<file path="src/hdl/cfrc_pkg.sv">
package cfrc_pkg;

    // Words in one configuration frame.
    localparam int WORDS_PER_FRAME = 123;

    // Field widths.
    localparam int COORD_W  = 10;
    localparam int ROW_W    = 11;
    localparam int OFFSET_W = 32;
    localparam int WORD_W   = 11;
    localparam int COUNT_W  = 3;
    localparam int REGION_W = 3;
    localparam int FPR_W    = 20;
    localparam int DATA_W   = 32;
    localparam int ADDR_W   = 5;

    // Region indexes at the ends of the stack.
    localparam logic [REGION_W-1:0] REGION_TOP    = 3'd0;
    localparam logic [REGION_W-1:0] REGION_BOTTOM = 3'd4;

    // Register defaults.
    localparam logic [COORD_W-1:0] BOUND4_RESET  = 10'd59;
    localparam logic [COORD_W-1:0] BOUND3_RESET  = 10'd119;
    localparam logic [COORD_W-1:0] BOUND2_RESET  = 10'd179;
    localparam logic [COORD_W-1:0] BOUND1_RESET  = 10'd239;
    localparam logic [COORD_W-1:0] MAX_ROW_RESET = 10'd299;
    localparam logic [COORD_W-1:0] MIN_COL_RESET = 10'd0;
    localparam logic [COORD_W-1:0] FPC_RESET     = 10'd64;
    localparam logic [FPR_W-1:0]   FPR_RESET     = 20'd16384;

    // Register indexes on the configuration port.
    typedef enum logic [2:0] {
        REG_BOUND4  = 3'd0,
        REG_BOUND3  = 3'd1,
        REG_BOUND2  = 3'd2,
        REG_BOUND1  = 3'd3,
        REG_MAX_ROW = 3'd4,
        REG_MIN_COL = 3'd5,
        REG_FPC     = 3'd6,
        REG_FPR     = 3'd7
    } t_reg_addr;

    // Sequencer states.
    typedef enum logic [3:0] {
        S_IDLE,
        S_AX,
        S_BX,
        S_AW,
        S_BW,
        S_SW,
        S_BASE,
        S_EMIT
    } t_state;

endpackage

</file>
<file path="src/hdl/cfrc_mul.sv">
module cfrc_mul
    import cfrc_pkg::*;
(
    input  logic [OFFSET_W-1:0] i_a,
    input  logic [OFFSET_W-1:0] i_b,
    output logic [OFFSET_W-1:0] o_p
);

    // Shared multiplier; only the low word is kept, so products wrap modulo 2^32.
    assign o_p = OFFSET_W'(i_a * i_b);

endmodule

</file>
<file path="src/hdl/config_frame_range_calc_top.sv">
// Channel   Direction  Handshake                  Payload
// input     in         i_in_valid / o_in_stall    i_x_low, i_y_low, i_x_high, i_y_high
// output    out        o_out_valid / i_out_stall  o_first_frame_offset .. o_last_range
// config    in         psel, penable, pwrite      paddr, pwdata, prdata, pready
//
// A rectangle passes the steps on the one shared multiplier (column frames, word
// scaling, region stride, region base) and then gives one region word per cycle while
// the output is not stalled; the input stalls until the sequencer is idle again.
// An out-of-range rectangle skips the multiplier and gives a single error word.
// Synchronous active-low reset returns the sequencer to idle and the registers to
// their defaults. A stalled output word holds the sequencer in the emit state.
module config_frame_range_calc_top
    import cfrc_pkg::*;
(
    input  logic                       i_clk,
    input  logic                       i_rst_n,
    // Input channel.
    input  logic                       i_in_valid,
    output logic                       o_in_stall,
    input  logic [COORD_W-1:0]         i_x_low,
    input  logic signed [ROW_W-1:0]    i_y_low,
    input  logic [COORD_W-1:0]         i_x_high,
    input  logic signed [ROW_W-1:0]    i_y_high,
    // Output channel.
    output logic                       o_out_valid,
    input  logic                       i_out_stall,
    output logic signed [OFFSET_W-1:0] o_first_frame_offset,
    output logic signed [OFFSET_W-1:0] o_last_frame_offset,
    output logic [WORD_W-1:0]          o_first_word,
    output logic [WORD_W-1:0]          o_last_word,
    output logic [COUNT_W-1:0]         o_region_count,
    output logic                       o_range_error,
    output logic                       o_last_range,
    // Configuration port.
    input  logic                       psel,
    input  logic                       penable,
    input  logic                       pwrite,
    input  logic [ADDR_W-1:0]          paddr,
    input  logic [DATA_W-1:0]          pwdata,
    output logic [DATA_W-1:0]          prdata,
    output logic                       pready
);

    localparam logic [WORD_W-1:0]   WORD_MAX = WORD_W'(WORDS_PER_FRAME - 1);
    localparam logic [OFFSET_W-1:0] WPF      = OFFSET_W'(WORDS_PER_FRAME);

    // Configuration registers.
    logic [COORD_W-1:0] r_bound4, r_bound3, r_bound2, r_bound1, r_max_row;
    logic [COORD_W-1:0] r_min_col, r_fpc;
    logic [FPR_W-1:0]   r_fpr;

    // Sequencer and working registers.
    t_state                 r_state, n_state;
    logic [COORD_W-1:0]     r_xl, r_xh;
    logic [ROW_W-1:0]       r_yl, r_yh;
    logic [REGION_W-1:0]    r_rt, r_rb, r_r;
    logic                   r_err;
    logic [OFFSET_W-1:0]    r_ax, r_bx, r_sw, r_base;

    // Output register.
    logic                   r_out_valid;
    logic [OFFSET_W-1:0]    r_first_off, r_last_off;
    logic [WORD_W-1:0]      r_first_word, r_last_word;
    logic [COUNT_W-1:0]     r_count;
    logic                   r_out_err, r_out_last;

    logic                   w_accept, w_cfg_wr, w_out_free, w_emit;
    logic                   w_in_err;
    logic [REGION_W-1:0]    w_rt, w_rb_raw, w_rb;
    logic [OFFSET_W-1:0]    w_mul_a, w_mul_b, w_mul_p;
    logic [COORD_W-1:0]     w_top, w_top_below;
    logic [ROW_W-1:0]       w_bottom;
    logic [ROW_W:0]         w_diff_h, w_diff_l;
    logic                   w_first, w_last, w_yh_bot, w_yl_bot;
    logic [COUNT_W-1:0]     w_count;
    logic [WORD_W-1:0]      w_fw, w_lw;

    // Region of a row by ordered tests against the bounds.
    function automatic logic [REGION_W-1:0] f_region(
        input logic [ROW_W-1:0]   y,
        input logic [COORD_W-1:0] b4,
        input logic [COORD_W-1:0] b3,
        input logic [COORD_W-1:0] b2,
        input logic [COORD_W-1:0] b1
    );
        logic signed [ROW_W:0] ys;
        ys = $signed({y[ROW_W-1], y});
        if (ys <= $signed({2'b00, b4})) begin
            return 3'd4;
        end else if (ys <= $signed({2'b00, b3})) begin
            return 3'd3;
        end else if (ys <= $signed({2'b00, b2})) begin
            return 3'd2;
        end else if (ys <= $signed({2'b00, b1})) begin
            return 3'd1;
        end
        return REGION_TOP;
    endfunction

    assign pready     = 1'b1;
    assign w_cfg_wr   = psel & penable & pwrite & pready;
    assign o_in_stall = (r_state != S_IDLE);
    assign w_accept   = i_in_valid & ~o_in_stall;
    assign w_out_free = ~r_out_valid | ~i_out_stall;

    // Row checks and region indexes of an arriving rectangle.
    assign w_in_err = i_y_low[ROW_W-1] |
                      ($signed({i_y_high[ROW_W-1], i_y_high}) > $signed({2'b00, r_max_row}));
    assign w_rt     = f_region(i_y_high, r_bound4, r_bound3, r_bound2, r_bound1);
    assign w_rb_raw = f_region(i_y_low, r_bound4, r_bound3, r_bound2, r_bound1);
    assign w_rb     = (w_rb_raw < w_rt) ? w_rt : w_rb_raw;

    // Configuration write.
    always_ff @(posedge i_clk) begin
        if (!i_rst_n) begin
            r_bound4  <= BOUND4_RESET;
            r_bound3  <= BOUND3_RESET;
            r_bound2  <= BOUND2_RESET;
            r_bound1  <= BOUND1_RESET;
            r_max_row <= MAX_ROW_RESET;
            r_min_col <= MIN_COL_RESET;
            r_fpc     <= FPC_RESET;
            r_fpr     <= FPR_RESET;
        end else if (w_cfg_wr) begin
            unique case (t_reg_addr'(paddr[ADDR_W-1:2]))
                REG_BOUND4:  r_bound4  <= pwdata[COORD_W-1:0];
                REG_BOUND3:  r_bound3  <= pwdata[COORD_W-1:0];
                REG_BOUND2:  r_bound2  <= pwdata[COORD_W-1:0];
                REG_BOUND1:  r_bound1  <= pwdata[COORD_W-1:0];
                REG_MAX_ROW: r_max_row <= pwdata[COORD_W-1:0];
                REG_MIN_COL: r_min_col <= pwdata[COORD_W-1:0];
                REG_FPC:     r_fpc     <= pwdata[COORD_W-1:0];
                REG_FPR:     r_fpr     <= pwdata[FPR_W-1:0];
            endcase
        end
    end

    // Configuration read.
    always_comb begin
        unique case (t_reg_addr'(paddr[ADDR_W-1:2]))
            REG_BOUND4:  prdata = DATA_W'(r_bound4);
            REG_BOUND3:  prdata = DATA_W'(r_bound3);
            REG_BOUND2:  prdata = DATA_W'(r_bound2);
            REG_BOUND1:  prdata = DATA_W'(r_bound1);
            REG_MAX_ROW: prdata = DATA_W'(r_max_row);
            REG_MIN_COL: prdata = DATA_W'(r_min_col);
            REG_FPC:     prdata = DATA_W'(r_fpc);
            REG_FPR:     prdata = DATA_W'(r_fpr);
        endcase
    end

    // Operand selection for the shared multiplier.
    always_comb begin
        w_mul_a = '0;
        w_mul_b = '0;
        unique case (r_state)
            S_AX: begin
                w_mul_a = OFFSET_W'(r_xl) - OFFSET_W'(r_min_col);
                w_mul_b = OFFSET_W'(r_fpc);
            end
            S_BX: begin
                w_mul_a = OFFSET_W'(r_xh) - OFFSET_W'(r_min_col);
                w_mul_b = OFFSET_W'(r_fpc);
            end
            S_AW: begin
                w_mul_a = r_ax;
                w_mul_b = WPF;
            end
            S_BW: begin
                w_mul_a = r_bx + OFFSET_W'(r_fpc) - OFFSET_W'(1);
                w_mul_b = WPF;
            end
            S_SW: begin
                w_mul_a = OFFSET_W'(r_fpr);
                w_mul_b = WPF;
            end
            S_BASE: begin
                w_mul_a = r_sw;
                w_mul_b = OFFSET_W'(r_rt);
            end
            S_IDLE, S_EMIT: begin
                w_mul_a = '0;
                w_mul_b = '0;
            end
        endcase
    end

    cfrc_mul u_mul (
        .i_a (w_mul_a),
        .i_b (w_mul_b),
        .o_p (w_mul_p)
    );

    // Top row of the current region and of the region below it.
    always_comb begin
        unique case (r_r)
            3'd4:    w_top = r_bound4;
            3'd3:    w_top = r_bound3;
            3'd2:    w_top = r_bound2;
            3'd1:    w_top = r_bound1;
            default: w_top = r_max_row;
        endcase
        unique case (r_r)
            3'd3:    w_top_below = r_bound4;
            3'd2:    w_top_below = r_bound3;
            3'd1:    w_top_below = r_bound2;
            default: w_top_below = r_bound1;
        endcase
    end

    // Word range of the current region.
    always_comb begin
        w_bottom = (r_r >= REGION_BOTTOM) ? '0 : (ROW_W'(w_top_below) + ROW_W'(1));
        w_diff_h = {2'b00, w_top} - {r_yh[ROW_W-1], r_yh};
        w_diff_l = {2'b00, w_top} - {r_yl[ROW_W-1], r_yl};
        w_yh_bot = ({r_yh[ROW_W-1], r_yh} == {1'b0, w_bottom});
        w_yl_bot = ({r_yl[ROW_W-1], r_yl} == {1'b0, w_bottom});
        w_first  = (r_r == r_rt);
        w_last   = (r_r == r_rb);
        w_count  = COUNT_W'(r_rb - r_rt) + COUNT_W'(1);
        // The top range of several starts at the last word when y_high sits on
        // its region's bottom row.
        if (!w_first) begin
            w_fw = '0;
        end else if (!w_last && w_yh_bot) begin
            w_fw = WORD_MAX;
        end else begin
            w_fw = {w_diff_h[WORD_W-2:0], 1'b0};
        end
        if (!w_last) begin
            w_lw = WORD_MAX;
        end else if (w_yl_bot) begin
            w_lw = WORD_MAX;
        end else begin
            w_lw = {w_diff_l[WORD_W-2:0], 1'b1};
        end
    end

    // Sequencer state register.
    always_ff @(posedge i_clk) begin
        if (!i_rst_n) begin
            r_state <= S_IDLE;
        end else begin
            r_state <= n_state;
        end
    end

    // Next state and emit strobe.
    always_comb begin
        n_state = r_state;
        w_emit  = 1'b0;
        unique case (r_state)
            S_IDLE: begin
                if (w_accept) begin
                    n_state = w_in_err ? S_EMIT : S_AX;
                end
            end
            S_AX:   n_state = S_BX;
            S_BX:   n_state = S_AW;
            S_AW:   n_state = S_BW;
            S_BW:   n_state = S_SW;
            S_SW:   n_state = S_BASE;
            S_BASE: n_state = S_EMIT;
            S_EMIT: begin
                if (w_out_free) begin
                    w_emit = 1'b1;
                    if (r_err || w_last) begin
                        n_state = S_IDLE;
                    end
                end
            end
        endcase
    end

    // Captured rectangle and product registers.
    always_ff @(posedge i_clk) begin
        if (w_accept) begin
            r_xl  <= i_x_low;
            r_xh  <= i_x_high;
            r_yl  <= i_y_low;
            r_yh  <= i_y_high;
            r_rt  <= w_rt;
            r_rb  <= w_rb;
            r_r   <= w_rt;
            r_err <= w_in_err;
        end else if (w_emit) begin
            r_r <= r_r + REGION_W'(1);
        end
        unique case (r_state)
            S_AX:   r_ax <= w_mul_p;
            S_BX:   r_bx <= w_mul_p;
            S_AW:   r_ax <= w_mul_p;
            S_BW:   r_bx <= w_mul_p;
            S_SW:   r_sw <= w_mul_p;
            S_BASE: r_base <= w_mul_p;
            S_EMIT: begin
                if (w_emit) begin
                    r_base <= r_base + r_sw;
                end
            end
            S_IDLE: ;
        endcase
    end

    // Output word valid.
    always_ff @(posedge i_clk) begin
        if (!i_rst_n) begin
            r_out_valid <= 1'b0;
        end else if (w_emit) begin
            r_out_valid <= 1'b1;
        end else if (!i_out_stall) begin
            r_out_valid <= 1'b0;
        end
    end

    // Output word payload.
    always_ff @(posedge i_clk) begin
        if (w_emit) begin
            if (r_err) begin
                r_first_off  <= '0;
                r_last_off   <= '0;
                r_first_word <= '0;
                r_last_word  <= '0;
                r_count      <= '0;
                r_out_err    <= 1'b1;
                r_out_last   <= 1'b1;
            end else begin
                r_first_off  <= r_ax + r_base;
                r_last_off   <= r_bx + r_base;
                r_first_word <= w_fw;
                r_last_word  <= w_lw;
                r_count      <= w_count;
                r_out_err    <= 1'b0;
                r_out_last   <= w_last;
            end
        end
    end

    assign o_out_valid          = r_out_valid;
    assign o_first_frame_offset = $signed(r_first_off);
    assign o_last_frame_offset  = $signed(r_last_off);
    assign o_first_word         = r_first_word;
    assign o_last_word          = r_last_word;
    assign o_region_count       = r_count;
    assign o_range_error        = r_out_err;
    assign o_last_range         = r_out_last;

endmodule
</file>
<file path="config.mk">
export PLATFORM = sky130hd
export DESIGN_NAME = config_frame_range_calc_top
export DESIGN_NICKNAME = d
export VERILOG_FILES = /design/src/hdl/cfrc_pkg.sv /design/src/hdl/cfrc_mul.sv /design/src/hdl/config_frame_range_calc_top.sv
export SDC_FILE = /design/constraint.sdc
export NUM_CORES = 2
export LEC_CHECK = 0
export ABC_CLOCK_PERIOD_IN_PS = 20000
export BUFFER_PORTS_ARGS = -buffer_cell sky130_fd_sc_hd__buf_2
export CORE_MARGIN = 2
export CORE_UTILIZATION = 68
export DETAILED_ROUTE_END_ITERATION = 10
export PLACE_DENSITY = 0.9
export SYNTH_ARGS = -nofsm -noshare
export SYNTH_HDL_FRONTEND = slang
export SYNTH_SLANG_ARGS = --single-unit
export TNS_END_PERCENT = 5
</file>
<file path="constraint.sdc">
create_clock -name i_clk -period 20 [get_ports i_clk]
set_input_delay 1 -clock i_clk [delete_from_list [all_inputs] [get_ports i_clk]]
set_output_delay 1 -clock i_clk [all_outputs]
set_load 0.01 [all_outputs]
</file>
==> impl_results.md <==
- Outcome: finished with violations
- Failing checks: capacitance limit
- Area leader, netlist: edfxtp_1
- Final Critical Period: 11.52 ns
- Drt via density: 6.393
- Total negative slack: 0 ns
- Predominant post-synthesis flop cell: edfxtp_1
- Commonest cells post-synth: inv_1 (560), ha_1 (414), nand2_1 (353)
- Top-count cell post-synth: inv_1
- Worst path most repeated cell: fa_1
- Final setup skew: 0.03288 ns
- Crit-path leading delay family: adder cells
- RSZ-0062 raised after global routing: false
- Number of CTS-inserted buffers: 41
- Initial antenna violation count: 4
- Number of synthesized flops with an enable pin: 270
- Die Ht: 231.5 um
- Post-cts repair resize count: 0
- Area Growth Syn to Fin: 8.036%
- Seq/Total Area, Yosys: 28.39%
- Worst slew pin tran: 1.476 ns
- Clock Root Buffer: clkbuf_16
- Slowest CP cell: a2111oi_1
- Synth Cell Area: 0.03519 mm^2
- Postcts setup bufs: 0
- Netlist cell types: 101
- Ys Warns: 0
- H-tree Lvls: 2
- MaxCap Viol Count: 1
- DR WL/cell: 21.84 um
- Initial Util: 68.73%
- Proportion of layout cells with a drive suffix above 1: 8.887%
- PortBufs: 183
- Critical Path End Type: register
- Mean Syn Cell Area: 9.025 um^2
- Clk slew on worst S/H paths: 0.06 ns
- Clock buffer depth: 3
- Die width: 231.5 um
- Top-area cell type share of the netlist area: 23.04%
- Max-slew violation count: 0
- Critical path fanouts, max: 6
- Pre-CTS WS: 8.852 ns
- Ys async rst share: 0%
- #FFs+latches synth: 364
- GRT overflow: 0
- Crit path DAT: 11.82 ns
- Crit start category: register
- Max stage delay on crit path: 1.15 ns
- CTS tree: done
- Worst min-delay path class: register to register
- Fmax: 86.84 MHz
- CTS Sinks: 364
- Post-DP HPWL: 78980 um
- Pin count of the biggest net entering global routing: 94
- Ranking of synthesized cells by area: edfxtp_1 (23%), ha_1 (15%), fa_1 (12%), inv_1 (6.0%), dfxtp_1 (5.3%)
- CTS hold repair buffers: 0
- Drt drc: 0
- LEAKAGE: 0.01734 uW
- Crit path kind: register to register
- CP bufs+invs: 6
- First-pass GRT wire length: 161100 um
- Final period util: 57.58%
- Final Hold Vio Count: 0
- Initial DRC count: 4251
- Die area: 0.05359 mm^2
- Core area: 0.05120 mm^2
- Fin nets: 4723
- Antenna-violating nets left: 0
- Number of global-route vias before repair: 29170
- Post-synthesis instance total: 3899
- GR Util All Layers: 38.72%
- Required time worst endpoint: 20.31 ns
- Total number of vias: 30250
- Skew-Pair Late Insertion Delay: 0.58 ns
- Row count: 83
- Rel. slew slack: 0.03434%
- Setup WS post-layout: 8.484 ns
- I/O pins: 212
- Pwr dens: 136.5 mW/mm^2
- 1st-pass router iterations: 8
- # setup viols final: 0
- Final wirelength: 103400 um
- Gpl congestion: 1.052
- Max VDD drop: 0.00007270 V
worst min-delay path, stage by stage (launching register included):
cell,delay [ns]
dfxtp_1,0.31
nand2_1,0.04
a21boi_0,0.06
kinds of logic after synthesis:
group | count (synthesis) | share of synthesized area [%]
buf+inv | 716 | 7.922
mux | 40 | 1.319
fa+ha+maj | 617 | 26.27
flops | 364 | 28.39
compound gates | 876 | 16.60
simple gates | 1070 | 14.11
other cells | 2 | 0.02134
xor+xnor | 214 | 5.365
layer usage:
layer	share of wire, %	GRT usage [%]	wire length [um]	vias to the layer above
met4	3.8	13.45	3976	4
li1	-	-	-	13570
met3	15	11.77	15950	311
met2	42	56.33	42910	2143
met5	0.019	0	20	-
met1	39	54.80	40510	14230
cell usage in the layout, fill, tap and decap left out, types with 63 or more instances in the layout:
cell      netlist  layout
a21boi_0       63      63
xnor2_1       131     131
nor2_1        325     323
xor2_1         82      82
a21o_1         99      99
ha_1          414     414
buf_2           6     183
edfxtp_1      270     270
nand2b_1       65      65
dfxtp_1        94      94
a21oi_1       211     210
nand2_1       353     353
o21ai_0       152     151
fa_1          203     203
inv_1         560     559
report_power, final:
group	switching, uW	internal [uW]	total (uW)
sequential	115	1090	1210
combinational	2000	1200	3200
clock	331	453	783
metrics by stage:
| stage | hold WS [ns] | power (uW) | utilization [%] | std cells | instance area [um^2] |
|---|---|---|---|---|---|
| 4_1_cts | 0.4681 | 5062 | 74.25 | 4731 | 38020 |
| 2_1_floorplan | 0.4435 | 3441 | - | 3911 | 35240 |
| 3_5_place_dp | 0.4597 | 4251 | 71.56 | 4657 | 36640 |
| 5_1_grt | 0.4844 | 5536 | 74.26 | 4732 | 38020 |
| 3_3_place_gp | 0.4525 | 4120 | 71.56 | 4657 | 36640 |
| 6_report | 0.4673 | 5188 | 74.26 | 4732 | 38020 |
flip-flops by register name, summed over array words and instances, names as in the netlist, 11 cells and up:
signal / cells
o_last_frame_offset: 32
r_base: 32
o_last_word: 11
r_bx: 32
r_ax: 32
r_yh: 11
r_sw: 32
r_fpr: 20
o_first_frame_offset: 32
r_yl: 11
layout make-up:
class	count	area, um^2
Antenna cell	1	2.502
Clock buffer	46	1066
Clock inverter	28	310.3
Fill cell	3513	13180
Inverter	563	2113
Multi-Input combinational cell	2831	22500
Sequential cell	364	9990
Tap cell	680	850.8
Timing Repair Buffer	219	1186
worst paths after layout:
path	from	end	slack (ns)	cells past startpoint
max reg2reg	r_bx[1]	r_base[31]	8.48	40
max	r_bx[1]	r_base[31]	8.48	40
min reg2reg	r_fpr[7]	r_fpr[7]	0.47	2
min	r_fpr[7]	r_fpr[7]	0.47	2
(Power assumes the default switching activity.)
